===== src/design/trb_pkg.sv =====
`default_nettype none
// ----------------------------------------------------------------------------
// trb_pkg: shared types and constants of the TCP flow reorder buffer
// Beat payloads, the held-entry layout, configuration and sequence helpers.
// ----------------------------------------------------------------------------
package trb_pkg;

   localparam logic [31:0] SEQ_MODULUS = 32'hFFFFFFFF;
   localparam int QUEUE_DEPTH = 2;

   localparam logic [7:0] STREAK_MAX = 8'hFF;
   localparam logic [7:0] STREAK_THRESHOLD_RESET = 8'd8;
   localparam logic [3:0] SLIDE_FACTOR_RESET = 4'd2;

   // Register indexes (paddr bit 2).
   localparam logic REG_STREAK_THRESHOLD = 1'b0;
   localparam logic REG_SLIDE_FACTOR = 1'b1;

   typedef struct packed {
      logic [31:0] flow_key;
      logic [31:0] seq_num;
      logic [15:0] payload_len;
      logic        syn_flag;
      logic        fin_flag;
      logic [9:0]  seg_handle;
   } req_type;

   typedef struct packed {
      logic [9:0] out_handle;
      logic       last_out;
      logic       table_full;
   } rsp_type;

   // Held segment, 59 bits: handle, fin, length, sequence.
   typedef struct packed {
      logic [9:0]  handle;
      logic        fin;
      logic [15:0] length;
      logic [31:0] seq;
   } held_type;

   typedef struct packed {
      logic [31:0] flow_key;
      logic        syn_flag;
      held_type    entry;
   } queue_item_type;

   typedef struct packed {
      logic [7:0] streak_threshold;
      logic [3:0] slide_factor;
   } cfg_type;

   typedef enum logic [3:0] {
      ST_IDLE,
      ST_LOOKUP,
      ST_DECIDE,
      ST_DRAIN_RD,
      ST_DRAIN_EV,
      ST_FLUSH_RD,
      ST_FLUSH_CHK,
      ST_INS_RD,
      ST_INS_CMP,
      ST_SHIFT_RD,
      ST_SHIFT_WR,
      ST_INS_PUT,
      ST_DUMP_RD,
      ST_DUMP_EV,
      ST_DUMP_END,
      ST_FINISH
   } state_type;

   // Sequence advance: wraps at 2^32, then reduced modulo all-ones.
   function automatic logic [31:0] wrap_add(logic [31:0] base, logic [31:0] add);
      logic [31:0] sum;
      sum = base + add;
      return (sum == SEQ_MODULUS) ? 32'd0 : sum;
   endfunction

   // End of a segment starting at from; a FIN takes one more sequence number.
   function automatic logic [31:0] seg_end(logic [31:0] from, held_type e);
      return wrap_add(from, 32'(e.length) + 32'(e.fin));
   endfunction

endpackage
`default_nettype wire


===== src/design/trb_front.sv =====
`default_nettype none
// ----------------------------------------------------------------------------
// trb_front: request intake
// Accepts segment beats, packs them into held-entry form and queues them.
// ----------------------------------------------------------------------------
module trb_front (
   input  wire                     clock,
   input  wire                     reset,
   input  wire                     req_valid,
   output logic                    req_stall,
   input  trb_pkg::req_type        req_data,
   output logic                    q_valid,
   input  wire                     q_pop,
   output trb_pkg::queue_item_type q_item
);

   localparam int PTR_W = $clog2(trb_pkg::QUEUE_DEPTH);
   localparam int CNT_W = $clog2(trb_pkg::QUEUE_DEPTH + 1);

   trb_pkg::queue_item_type q_ff [trb_pkg::QUEUE_DEPTH];
   logic [PTR_W-1:0] wr_ff, wr_in, rd_ff, rd_in;
   logic [CNT_W-1:0] cnt_ff, cnt_in;
   trb_pkg::queue_item_type item;
   logic push, pop;

   always_comb begin
      item.flow_key     = req_data.flow_key;
      item.syn_flag     = req_data.syn_flag;
      item.entry.handle = req_data.seg_handle;
      item.entry.fin    = req_data.fin_flag;
      item.entry.length = req_data.payload_len;
      item.entry.seq    = req_data.seq_num;
   end

   assign req_stall = (cnt_ff == CNT_W'(trb_pkg::QUEUE_DEPTH));
   assign q_valid   = (cnt_ff != '0);
   assign q_item    = q_ff[rd_ff];
   assign push      = req_valid && !req_stall;
   assign pop       = q_pop && q_valid;

   always_comb begin
      wr_in  = push ? PTR_W'(wr_ff + 1'b1) : wr_ff;
      rd_in  = pop ? PTR_W'(rd_ff + 1'b1) : rd_ff;
      cnt_in = cnt_ff;
      if (push && !pop) begin
         cnt_in = cnt_ff + CNT_W'(1);
      end else if (pop && !push) begin
         cnt_in = cnt_ff - CNT_W'(1);
      end
   end

   always_ff @(posedge clock) begin
      if (reset) begin
         wr_ff  <= '0;
         rd_ff  <= '0;
         cnt_ff <= '0;
      end else begin
         wr_ff  <= wr_in;
         rd_ff  <= rd_in;
         cnt_ff <= cnt_in;
      end
   end

   always_ff @(posedge clock) begin
      if (push) begin
         q_ff[wr_ff] <= item;
      end
   end

endmodule
`default_nettype wire


===== config.mk =====
export PLATFORM = sky130hd
export DESIGN_NAME = trb_front
export DESIGN_NICKNAME = d
export VERILOG_FILES = /design/src/design/trb_pkg.sv /design/src/design/trb_front.sv
export SDC_FILE = /design/constraint.sdc
export NUM_CORES = 1
export LEC_CHECK = 0
export BUFFER_PORTS_ARGS = -buffer_cell sky130_fd_sc_hd__buf_2
export CORE_MARGIN = 8
export CORE_UTILIZATION = 23
export CTS_CLUSTER_SIZE = 8
export DETAILED_ROUTE_END_ITERATION = 8
export PLACE_DENSITY_LB_ADDON = 0.05
export SYNTH_ARGS = -nofsm -noshare
export SYNTH_HDL_FRONTEND = slang
export SYNTH_SLANG_ARGS = --single-unit

===== constraint.sdc =====
create_clock -name clock -period 4.1 [get_ports clock]
set_clock_uncertainty 0.1 [all_clocks]
set_input_delay 0.41 -clock clock [delete_from_list [all_inputs] [get_ports clock]]
set_output_delay 0.41 -clock clock [all_outputs]
set_load 0.05 [all_outputs]

Word level (Yosys, flattened, before mapping)
Memory sizes are Yosys's and may differ from the RTL's. A register that Yosys moved wholly into a read port is not among the register bits.
Cells that the tools add are included.
{"block": "op_classes", "add_sub_neg": 4, "n_eq_ne": 1, "mux": 6, "n_reduce_logical": 9}
{"op": "logical AND 1 bit", "n": 4}
{"op": "two-way mux 1 bit", "n": 4}
{"op": "two-way mux 2 bit", "n": 2}
{"op": "nonzero test 2 bit", "n": 2}
{"op": "logical NOT 1 bit", "n": 3}
{"op": "adder 1 bit (second input constant)", "n": 2}
{"op": "adder 2 x 1 -> 2 bit (second input constant)", "n": 1}
{"op": "== test 2 bit (second input constant)", "n": 1}
{"op": "subtractor 2 x 1 -> 2 bit (second input constant)", "n": 1}
{"block": "word_totals", "reg_bits": 4, "ram_bits": 184, "inputBits": 96, "out_inout_bits": 94, "wordCells": 24, "mem_count": 1}
{"name": "q_ff", "words": 2, "word_bits": 92, "rd": 1, "rd_ports_with_merged_regs": 1, "write_ports": 1, "line_no": "trb_front.sv:20", "rtl": "trb_pkg::queue_item_type q_ff [trb_pkg::QUEUE_DEPTH];"}

Logic depth before layout (Yosys ltp)
{"block": "depth", "depth_word": 7, "mapped_depth": 6, "ltp_nobuf": 6}

Least setup slack after synthesis
Ideal clock, no wire load.
{"block": "synth_timing", "path_type": "reg2reg", "startpoint": "register cnt_ff[1]", "endpoint": "memory q_ff[1][0] (netlist bit), enable pin", "setup_time_ns": 0.461, "arrival_ns": 2.876, "t_required_ns": 3.539, "path_slack_ns": 0.663, "stages_incl_launch_ff": 4, "path_buffers": 0, "cell_sequence": "dfxtp_1 -> nor2b_2 -> nor2_1 -> and2_1"}
{"block": "synth_via", "elab_chain_len": 5}
{"item": "start: declaration", "line_no": "trb_front.sv:22", "rtl": "logic [CNT_W-1:0] cnt_ff, cnt_in;"}
{"item": "start signal: assignment", "line_no": "trb_front.sv:60", "rtl": "cnt_ff <= cnt_in;"}
{"item": "== test 2 bit", "line_no": "trb_front.sv:35", "rtl": "assign req_stall = (cnt_ff == CNT_W'(trb_pkg::QUEUE_DEPTH));"}
{"item": "net req_stall", "line_no": "trb_front.sv:10", "rtl": "output logic req_stall,"}
{"item": "logical NOT 1 bit", "line_no": "trb_front.sv:38", "rtl": "assign push = req_valid && !req_stall;"}
{"item": "logical AND 1 bit", "line_no": "trb_front.sv:38"}
{"item": "net push", "line_no": "trb_front.sv:24", "rtl": "logic push, pop;"}
{"item": "two-way mux 1 bit", "line_no": "trb_front.sv:65", "rtl": "if (push) begin"}
{"item": "two-way mux 1 bit (not written as such)", "line_no": "trb_front.sv:66", "rtl": "q_ff[wr_ff] <= item;"}
{"item": "end: declaration", "line_no": "trb_front.sv:20"}
The timed path passes the listed nets, and every way through them passes these cells.

==> results.md <==
- # rows: 63
- Ys flop type: edfxtp_1
- HPWL Detailed: between 10000 and 15000 um
- Layout Utilization: 29.8%
- Setup_tns: 0 ps
- Max-cap violations: 0
- Count of final hold-check violations: 0
- Cell family with most CP delay: flip-flops
- Congestion Overflow GR: 0
- Pleak: between 3 and 4 nW
- Period utilization: about two thirds
- Seq cells post-synth: between 150 and 200
- Met2 Use GR: about 14%
- Number of diodes: 0
- Crit Path Max Fanout: 54
- Layout net count: between 600 and 700
- Routed Antenna Nets: 0
- Synth top cells by count: edfxtp_1, mux2_2, buf_6
- Critical path's slowest cell: dfxtp_4
- Setup violators final: 0
- Vias per Instance: 3.85
- Reg clk slew, reported paths: ~80 ps
- CTS tree: yes
- Status: completed
- CP Cell Sequence: buf_12 > mux2_2 > buf_2
- Final wirelength: 16100 um
- Met3 usage: 4.08%
- Worst Path Required: between 3000 and 4000 ps
- Clock latency on the worst-skew pair: about 400 ps
- Average size of a mapped cell: around 22 um^2
- Core Area: between 0.02 and 0.03 mm^2
- VDD IR-drop max: slightly below 0.3 mV
- Antenna violations before repair: 3
- Critical Path End Type: output port
- P per Cell Area: between 700 and 800 mW/mm^2
- Port Buffers: 189
- Min cycle time layout: roughly 2700 ps
- Yosys warning total: 0
- RSZ-0062 raised after global routing: no
- Slowest cell delay on critical path: between 700 and 800 ps
- Area growth syn-to-layout: 28.2%
- CTS Sinks: 189
- GP Congestion: ~0.69
- Hold crit path type: in2reg
- Worst-margin pin slew: between 700 and 800 ps
- Synth Instances: roughly 310
- Drt drc: 0
- Post-synth EDFFs: 184
- Pre-CTS WS: around 1700 ps
- Count leader, synth: edfxtp_1
- Synthesized cell area: slightly below 0.007 mm^2
- Chip height: roughly 190 um
- Vias in the first global route: between 3000 and 4000
- Initial Utilization: a little under a quarter
- # IOs: 190
- GRT Overall Usage: ~9.1%
- Die ar.: 0.0357 mm^2
- Post-CTS setup buffers: 0
- H-tree lvl count: 4
- Fillcell total: 3003
- Via count: between 3000 and 4000
- Synth top area share: between 80 and 90%
- Cts bufs inserted: 17
- Syn Nets: around 410
- Fmax: 0.369 GHz
- Die Wd: around 190 um
- Final worst slack: about 1400 ps
- WP data arrival: between 2000 and 2500 ps
- Fin. max-slew vios: 0
- Relative slew margins: a little over half
- CTS Root Cell: clkbuf_16
- Cts repair resizes: 0
- Critical path class: reg2out
- Critical Path Start Type: flip-flop
- Drt first-iter violations: between 100 and 150
- Share of cells above drive strength 1: between 60% and 70%
- Synth unique cells: 16
- Wire per inst: around 18 um
- Sequential fraction of the synthesis area: between 80% and 90%
- CP Buf/Inv Count: 2
- First-pass GRT wire length: roughly 24000 um
- Synth area leaders: edfxtp_1, mux2_2, dfxtp_1
- Post-CTS Hold Fix Bufs: 0
- Busiest grt layer: met2
- Max clock buf depth: 2
- First-pass detailed-route iteration total: 4
- Largest net degree at the start of global routing: 55
- Post-synth top area cell: edfxtp_1
- Post-synth ARST share: 0%
- Grt met1 use: around 11%
[area by class of cell]
cell class	count	area [um^2]	share of cell area [%]
Clock buffer	18	429	4.86
Clock inverter	13	110	1.25
Inverter	2	10.0	0.113
Multi-Input combinational cell	110	1150	13.0
Sequential cell	189	5630	63.8
Tap cell	390	488	5.53
Timing Repair Buffer	192	1010	11.4
[path summary, 6_finish.rpt]
kind                startpoint          end  slack, ps  depth (start not counted)
setup reg to reg     cnt_ff[0]  q_ff[0][47]       1830                          4
hold / removal    req_data[18]  q_ff[1][38]         80                          1
hold reg to reg          wr_ff        wr_ff        400                          2
setup / recovery     flip-flop   q_item[34]       1390                          3
[cell families (layout without fill, tap and decap cells)]
| family | Yosys count | count (layout) | share of synthesized area, % |
|---|---|---|---|
| AOI/OAI and AO/OA | 5 | 5 | 0.363 |
| muxes | 92 | 92 | 15.0 |
| xor gates and xnor gates | 3 | 3 | 0.382 |
| and+or+nand+nor | 9 | 9 | 0.709 |
| adders and majority gates | 1 | 1 | 0.182 |
| DFF | 189 | 189 | 81.7 |
| buffers and inverters | 12 | 225 | 1.60 |
[flip-flops by register name (all words and copies together) (netlist names), named ones only]
signal	flops
cnt_ff	2
q_ff	184
rd_ff	1
wr_ff	1
[through the flow]
stage                     cells  total power, W  hold WS [ps]  instance area (um^2)
after floorplan             311         0.00433           352                  6880
after global placement      883         0.00486           386                  8280
after detailed placement    883         0.00487           385                  8280
after CTS                   914         0.00644          46.1                  8820
after global routing        914         0.00660          39.7                  8820
final                       914         0.00630          75.9                  8820
[where the power goes]
part	leakage [nW]	switching [W]	total [W]	internal (W)
Combinational	1.17	0.00162	0.00222	0.000599
Clock	0.248	0.000748	0.00154	0.000789
Sequential	1.76	0.000116	0.00254	0.00243
Total	3.18	0.00248	0.00630	0.00381
[metal layers]
layer,up-vias,share of wire (%)
met4,6,1.1
li1,1631,-
met2,113,46
met1,1759,44
met5,-,0.21
met3,14,8.5
[layout by cell type, fill, tap and decap left out, drive strengths merged]
cell type / n
or3: 2
edfxtp: 184
ha: 1
buf: 192
clkinvlp: 5
xor2: 3
or2: 1
dfxtp: 5
nor2b: 1
mux2: 92
o21ai: 3
clkbuf: 18
and2: 1
clkinv: 3
inv: 7
a21oi: 2
nor2: 4
Note: power is estimated with default switching activity, not from simulation.
